==> src/design/efws_pkg.sv <==
// Package for the earliest-free-worker scheduler: widths, defaults and types.
// No dependencies; used by every module of the block.
package efws_pkg;

    localparam int MAX_WORKERS_DEF = 16;
    localparam int TIME_W          = 48;
    localparam int DUR_W           = 32;
    localparam int WIDX_W          = 4;
    localparam int CFG_W           = 5;

    localparam logic [CFG_W-1:0] COUNT_RESET = CFG_W'(16);

    typedef enum logic [0:0] {
        ST_SELECT,
        ST_INSERT
    } state_t;

    typedef struct packed {
        logic capture;
        logic insert;
    } cell_ctrl_t;

endpackage

==> src/design/efws_cell.sv <==
// One cell of the sorted worker chain: holds one (free time, worker index) entry.
// Depends on efws_pkg; instantiated in a row by earliest_free_worker_scheduler.
module efws_cell #(
    parameter int IDX_W   = 4,
    parameter int CNT_W   = 5,
    parameter int CELL_ID = 0,
    parameter bit LAST    = 1'b0
) (
    input  logic                       clk,
    input  logic                       rst_n,
    input  efws_pkg::cell_ctrl_t       ctrl,
    input  logic [CNT_W-1:0]           count_eff,
    input  logic                       found_in,
    input  logic [efws_pkg::TIME_W-1:0] right_time,
    input  logic [IDX_W-1:0]           right_idx,
    input  logic [efws_pkg::TIME_W-1:0] new_time,
    input  logic [IDX_W-1:0]           new_idx,
    output logic                       found_out,
    output logic                       pick,
    output logic [efws_pkg::TIME_W-1:0] time_q,
    output logic [IDX_W-1:0]           idx_q
);
    import efws_pkg::*;

    logic [TIME_W-1:0] time_reg;
    logic [TIME_W-1:0] time_next;
    logic [IDX_W-1:0]  idx_reg;
    logic [IDX_W-1:0]  idx_next;
    logic              ge_reg;
    logic              head_reg;
    logic              active;
    logic              right_less;
    logic              own_less;

    assign active    = (CNT_W'(idx_reg) < count_eff);
    assign pick      = active && !found_in;
    assign found_out = found_in || active;
    assign time_q    = time_reg;
    assign idx_q     = idx_reg;

    assign right_less = !LAST && ((right_time < new_time) ||
                                  ((right_time == new_time) && (right_idx < new_idx)));
    assign own_less   = (time_reg < new_time) ||
                        ((time_reg == new_time) && (idx_reg < new_idx));

    always_comb
    begin
        time_next = time_reg;
        idx_next  = idx_reg;
        if (ctrl.insert && ge_reg)
        begin
            if (right_less)
            begin
                time_next = right_time;
                idx_next  = right_idx;
            end
            else if (head_reg || own_less)
            begin
                time_next = new_time;
                idx_next  = new_idx;
            end
        end
    end

    always_ff @(posedge clk or negedge rst_n)
    begin
        if (!rst_n)
        begin
            time_reg <= '0;
            idx_reg  <= IDX_W'(CELL_ID);
            ge_reg   <= 1'b0;
            head_reg <= 1'b0;
        end
        else
        begin
            time_reg <= time_next;
            idx_reg  <= idx_next;
            if (ctrl.capture)
            begin
                ge_reg   <= found_out;
                head_reg <= pick;
            end
        end
    end

endmodule

==> src/design/earliest_free_worker_scheduler.sv <==
// The result beat is valid in the cycle after its job beat is accepted.
// No job is taken during reinsertion; the cell chain selects the head in the
// accept cycle and moves the chosen worker to its new sorted place in the next.
// Reset: all free times are zero, the chain holds workers in index order, and
// the worker count is 16. The block takes a job in the first cycle after reset.
module earliest_free_worker_scheduler #(
    parameter int MAX_WORKERS = efws_pkg::MAX_WORKERS_DEF
) (
    input  logic                        clk,
    input  logic                        rst_n,
    input  logic                        cfg_write_en,
    input  logic [efws_pkg::CFG_W-1:0]  cfg_write_data,
    input  logic                        job_valid,
    output logic                        job_ready,
    input  logic [efws_pkg::DUR_W-1:0]  job_duration,
    output logic                        result_valid,
    input  logic                        result_ready,
    output logic [efws_pkg::WIDX_W-1:0] worker_index,
    output logic [efws_pkg::TIME_W-1:0] start_time
);
    import efws_pkg::*;

    localparam int IDX_W = (MAX_WORKERS > 1) ? $clog2(MAX_WORKERS) : 1;
    localparam int CNT_W = $clog2(MAX_WORKERS + 1);

    state_t             state_reg;
    state_t             state_next;
    cell_ctrl_t         ctrl;
    logic               job_accept;

    logic [CFG_W-1:0]   worker_count_reg;
    logic [CNT_W-1:0]   count_eff;

    logic [TIME_W-1:0]  cell_time [MAX_WORKERS];
    logic [IDX_W-1:0]   cell_idx [MAX_WORKERS];
    logic [MAX_WORKERS:0] found_chain;
    logic [MAX_WORKERS-1:0] pick;

    logic [TIME_W-1:0]  sel_time;
    logic [IDX_W-1:0]   sel_idx;
    logic [TIME_W:0]    sum;
    logic [TIME_W-1:0]  sum_sat;

    logic [TIME_W-1:0]  new_time_reg;
    logic [IDX_W-1:0]   new_idx_reg;

    logic               result_valid_reg;
    logic [WIDX_W-1:0]  worker_index_reg;
    logic [TIME_W-1:0]  start_time_reg;

    always_comb
    begin
        if (worker_count_reg == '0)
        begin
            count_eff = CNT_W'(1);
        end
        else if (32'(worker_count_reg) > MAX_WORKERS)
        begin
            count_eff = CNT_W'(MAX_WORKERS);
        end
        else
        begin
            count_eff = CNT_W'(worker_count_reg);
        end
    end

    assign found_chain[0] = 1'b0;

    for (genvar g = 0; g < MAX_WORKERS; g++)
    begin : g_cell
        logic [TIME_W-1:0] r_time;
        logic [IDX_W-1:0]  r_idx;

        if (g == MAX_WORKERS - 1)
        begin : g_last
            assign r_time = '0;
            assign r_idx  = '0;
        end
        else
        begin : g_mid
            assign r_time = cell_time[g+1];
            assign r_idx  = cell_idx[g+1];
        end

        efws_cell #(
            .IDX_W   (IDX_W),
            .CNT_W   (CNT_W),
            .CELL_ID (g),
            .LAST    (g == MAX_WORKERS - 1)
        ) u_cell (
            .clk        (clk),
            .rst_n      (rst_n),
            .ctrl       (ctrl),
            .count_eff  (count_eff),
            .found_in   (found_chain[g]),
            .right_time (r_time),
            .right_idx  (r_idx),
            .new_time   (new_time_reg),
            .new_idx    (new_idx_reg),
            .found_out  (found_chain[g+1]),
            .pick       (pick[g]),
            .time_q     (cell_time[g]),
            .idx_q      (cell_idx[g])
        );
    end

    always_comb
    begin
        sel_time = '0;
        sel_idx  = '0;
        for (int i = 0; i < MAX_WORKERS; i++)
        begin
            sel_time = sel_time | (cell_time[i] & {TIME_W{pick[i]}});
            sel_idx  = sel_idx | (cell_idx[i] & {IDX_W{pick[i]}});
        end
    end

    assign sum     = {1'b0, sel_time} + (TIME_W + 1)'(job_duration);
    assign sum_sat = sum[TIME_W] ? {TIME_W{1'b1}} : sum[TIME_W-1:0];

    assign job_accept = job_valid && job_ready;

    always_comb
    begin
        state_next   = state_reg;
        job_ready    = 1'b0;
        ctrl.capture = 1'b0;
        ctrl.insert  = 1'b0;
        unique case (state_reg)
            ST_SELECT:
            begin
                job_ready    = !result_valid_reg || result_ready;
                ctrl.capture = job_valid && job_ready;
                if (job_valid && job_ready)
                begin
                    state_next = ST_INSERT;
                end
            end
            ST_INSERT:
            begin
                ctrl.insert = 1'b1;
                state_next  = ST_SELECT;
            end
            default:
            begin
                state_next = ST_SELECT;
            end
        endcase
    end

    always_ff @(posedge clk or negedge rst_n)
    begin
        if (!rst_n)
        begin
            state_reg        <= ST_SELECT;
            worker_count_reg <= COUNT_RESET;
            result_valid_reg <= 1'b0;
        end
        else
        begin
            state_reg <= state_next;
            if (cfg_write_en)
            begin
                worker_count_reg <= cfg_write_data;
            end
            if (job_accept)
            begin
                result_valid_reg <= 1'b1;
            end
            else if (result_ready)
            begin
                result_valid_reg <= 1'b0;
            end
        end
    end

    always_ff @(posedge clk)
    begin
        if (job_accept)
        begin
            new_time_reg     <= sum_sat;
            new_idx_reg      <= sel_idx;
            worker_index_reg <= WIDX_W'(sel_idx);
            start_time_reg   <= sel_time;
        end
    end

    assign result_valid = result_valid_reg;
    assign worker_index = worker_index_reg;
    assign start_time   = start_time_reg;

endmodule

==> config.mk <==
export PLATFORM = sky130hd
export DESIGN_NAME = earliest_free_worker_scheduler
export DESIGN_NICKNAME = d
export VERILOG_FILES = /design/src/design/efws_pkg.sv /design/src/design/efws_cell.sv /design/src/design/earliest_free_worker_scheduler.sv
export SDC_FILE = /design/constraint.sdc
export NUM_CORES = 2
export LEC_CHECK = 0
export BUFFER_PORTS_ARGS = -buffer_cell sky130_fd_sc_hd__buf_4
export CORE_MARGIN = 4
export CORE_UTILIZATION = 44
export CTS_BUF_LIST = sky130_fd_sc_hd__clkbuf_16
export CTS_CLUSTER_SIZE = 10
export DETAILED_ROUTE_END_ITERATION = 12
export PLACE_DENSITY_LB_ADDON = 0.15
export SYNTH_ARGS = -nofsm -noshare
export SYNTH_HDL_FRONTEND = slang
export SYNTH_SLANG_ARGS = --single-unit
export TNS_END_PERCENT = 30
==> constraint.sdc <==
create_clock -name clk -period 7.5 [get_ports clk]
set_clock_uncertainty 0.1 [all_clocks]
set_input_delay 0.75 -clock clk [delete_from_list [all_inputs] [get_ports clk]]
set_output_delay 0.75 -clock clk [all_outputs]
set_load 0.005 [all_outputs]
==> summary.md <==
| Metric | Value |
|---|---|
| Number of flip-flops in the largest register | 768 |
| Die Span X | 410 µm |
| Final Slew Violations | 2 |
| Initial antenna violation count | 13 |
| Ys flop type | dfrtp_1 |
| Top post-synthesis cells by area | dfrtp_1 29%, ha_1 15%, mux2_2 7.2% |
| Antenna violation net count after detailed routing | 0 |
| Post-Layout Inst Area | 81,500 µm² |
| Cells after synthesis | 7,338 |
| Maximum clock frequency | 136 MHz |
| Share of cells above drive strength 1 | 19.5% |
| Netlist cell types | 87 |
| Worst-Margin Slew | 1.50 ns |
| CTS tree | built |
| Minimum clock period | 7.37 ns |
| Ys Warns | 0 |
| Clk buf depth | 3 |
| Clock Pin Slew Worst Setup and Hold Paths | 0.06 ns |
| # fillers | 14,886 |
| Flops & latches, synth | 970 |
| Core Rows | 147 |
| Critical Path Source Type | flip-flop |
| CP Buf/Inv Count | 11 |
| Critical Path Sink Type | flip-flop |
| Arrival time at the worst endpoint | 7.90 ns |
| FFs w/ async S/R, synth | 89.7% |
| Largest net degree at the start of global routing | 127 |
| Post-synth EDFFs | 100 |
| Synthesized area | 71,200 µm² |
| DP HPWL | 245,000 µm |
| Fin crit share | 98.2% |
| Synth top area share | 29.4% |
| CTS H-tree lvls | 3 |
| Avg WL per Cell | 35.4 µm |
| Worst path required time | 8.03 ns |
| Status | finished, violations left |
| PortBufs | 95 |
| Drt pass-1 iters | 11 |
| Vias | 68,264 |
| Die area | 168,000 µm² |
| RSZ-0062 raised after global routing | yes |
| GRT overflow | 0 |
| Critical Path Fanout Max | 9 |
| Sink Count | 970 |
| MaxCap Viol Count | 1 |
| Syn avg cell area | 9.71 µm² |
| Num CTS Buffers | 119 |
| Drt via density | 6.98 |
| Class of the worst hold path | primary input to flip-flop |
| Starting density of the core | 44.3% |
| Cell taking the most area after synthesis | dfrtp_1 |
| Crit Path Class | flip-flop to flip-flop |
| Slowest CP cell | or4_4 |
| DP Area | 77,400 µm² |
| Area Growth Syn to Fin | 14.4% |
| CTS root buf | clkbuf_16 |
| Top Family by Delay on Critical Path | simple AND/OR/NAND/NOR gates |
| Iteration-0 DRC count of the detailed router | 9,658 |
| GRT Overall Usage | 39.8% |
| Slew headroom | -1.08% |
| Core ar. | 161,000 µm² |
| GP Congestion | 1.04 |
| DRT Wirelength | 347,000 µm |
| Vias in the first global route | 64,954 |
| Hold_ws | 0.125 ns |
| Final net count | 8,406 |
| Sequential fraction of the synthesis area | 34.8% |
| Crit path largest cell delay | 0.57 ns |
| Post-Synthesis Net Count | 8,226 |
| Final Hold Vio Count | 0 |
| Failing checks | max-capacitance violations, max-slew violations |
| First-pass GRT wire length | 489,000 µm |
| Most used cell, CP | buf_4 |
| Drc violations | 0 |
| Die height | 410 µm |
| Setup violations, final | 0 |
| # IOs | 96 |
| Clock latency on the worst-skew pair | 0.78 ns |
-- worst register-to-register path: cells and delay by family (launching register included) --
| kind | cells | cell delay (ns) |
|---|---|---|
| and+or+nand+nor | 10 | 2.23 |
| buffers and inverters | 11 | 1.79 |
| AOI/OAI and AO/OA | 10 | 1.81 |
| adders and majority gates | 3 | 0.76 |
| DFF | 1 | 0.55 |
-- cells in the mapped netlist, types with 30 or more instances --
master and count:
ha_1 845, dfrtp_1 837, clkbuf_1 500, nor2_1 496, nand2_1 465, mux2_2 457, o21ai_0 367, a21o_1 307
a21oi_1 306, nand3_1 217, a2bb2oi_1 212, mux2i_1 173, a31oi_1 169, nand4_1 145, a221oi_1 142, inv_1 115
o31ai_1 114, o22a_1 107, nor2b_1 105, o21bai_1 104, edfxtp_1 100, a222oi_1 83, or3_1 60, or4_1 60
or2_2 59, o211a_1 56, a41oi_1 53, o22ai_1 53, o221a_2 52, a22oi_1 50, nor3_1 45, and3_1 43
nand2b_1 43, dfstp_2 33, a211oi_1 31, o211ai_1 30
-- layout make-up --
class	instances	area (µm²)	area share, %
Inverter	117	447	0.548
Clock inverter	92	419	0.514
Sequential cell	970	24800	30.5
Antenna cell	7	17.5	0.0215
Timing Repair Buffer	605	5360	6.57
Multi-Input combinational cell	5705	44700	54.8
Tap cell	2160	2700	3.32
Clock buffer	122	3050	3.75
-- cell usage in the layout (no fill, tap or decap), types with 54 or more instances in the layout --
cell type  instances
o31ai_1          113
nand2_1          452
clkbuf_16        124
buf_12            58
a221oi_1         126
ha_1             840
a21oi_1          296
o21bai_1         102
inv_1            165
a31oi_1          164
or3_1             59
mux2_2           457
mux2i_1          173
o21ai_0          355
dfrtp_1          835
edfxtp_1         100
nor2_1           488
o22a_1           107
nor2b_1          103
nand4_1          145
or2_2             59
a2bb2oi_1        211
a21o_1           305
a222oi_1          83
or4_1             59
nand3_1          215
o211a_1           54
buf_4            535
-- path summary, 6_finish.rpt --
path                                             from                      endpoint  slack [ns]  cells past startpoint
hold reg to reg            g_cell[15].u_cell.head_reg    g_cell[15].u_cell.head_reg        0.38                      2
max in group asynchronous                       rst_n  g_cell[15].u_cell.time_q[24]        5.03                      4
hold / removal                           cfg_write_en           worker_count_reg[4]        0.12                      2
min in group asynchronous                       rst_n   g_cell[2].u_cell.time_q[35]        0.50                      2
setup reg to reg                  worker_count_reg[4]              new_time_reg[22]        0.13                     34
setup / recovery                  worker_count_reg[4]              new_time_reg[22]        0.13                     34
-- timing repair --
item / in CTS / in global routing
pin swaps: 9 / 25
hold buffers: 1 / 0
resized for setup: 36 / 47
setup buffers: 5 / 8
endpoints found under the setup margin: 48 / 48
cloned: 0 / 3
hold endpoints to repair: 76 / 0
-- through the flow --
stage / TNS [ns] / cells / utilization, % / worst slack (ns)
3_3_place_gp: -31.17 / 9540 / 48.2 / -0.791
2_1_floorplan: 0 / 7338 / - / 0.0154
5_1_grt: -1.94 / 9771 / 50.7 / -0.0745
3_5_place_dp: -34.21 / 9540 / 48.2 / -0.847
4_1_cts: 0 / 9760 / 50.5 / 0.129
6_report: 0 / 9778 / 50.7 / 0.132
-- logic make-up (layout without fill, tap and decap cells) --
group | after synthesis | count (layout) | synth area share (%)
AOI/OAI and AO/OA | 2380 | 2380 | 24.2
xor gates and xnor gates | 31 | 31 | 0.381
buffers and inverters | 663 | 936 | 3.59
muxes | 630 | 630 | 9.66
DFF | 970 | 970 | 34.8
other | 0 | 7 | 0
and+or+nand+nor | 1818 | 1818 | 12.4
adders and majority gates | 846 | 846 | 14.9
-- metal layers --
metal	vias up	GRT usage, %	wire (µm)
met3	1118	11.4	41900
met2	4678	55.6	139000
met1	33723	53.2	138000
met4	14	26.5	28300
li1	28731	-	-
met5	-	0	100
Power is not shown: default switching activity piles up to over one toggle a cycle in this logic, so the estimate is an artifact.
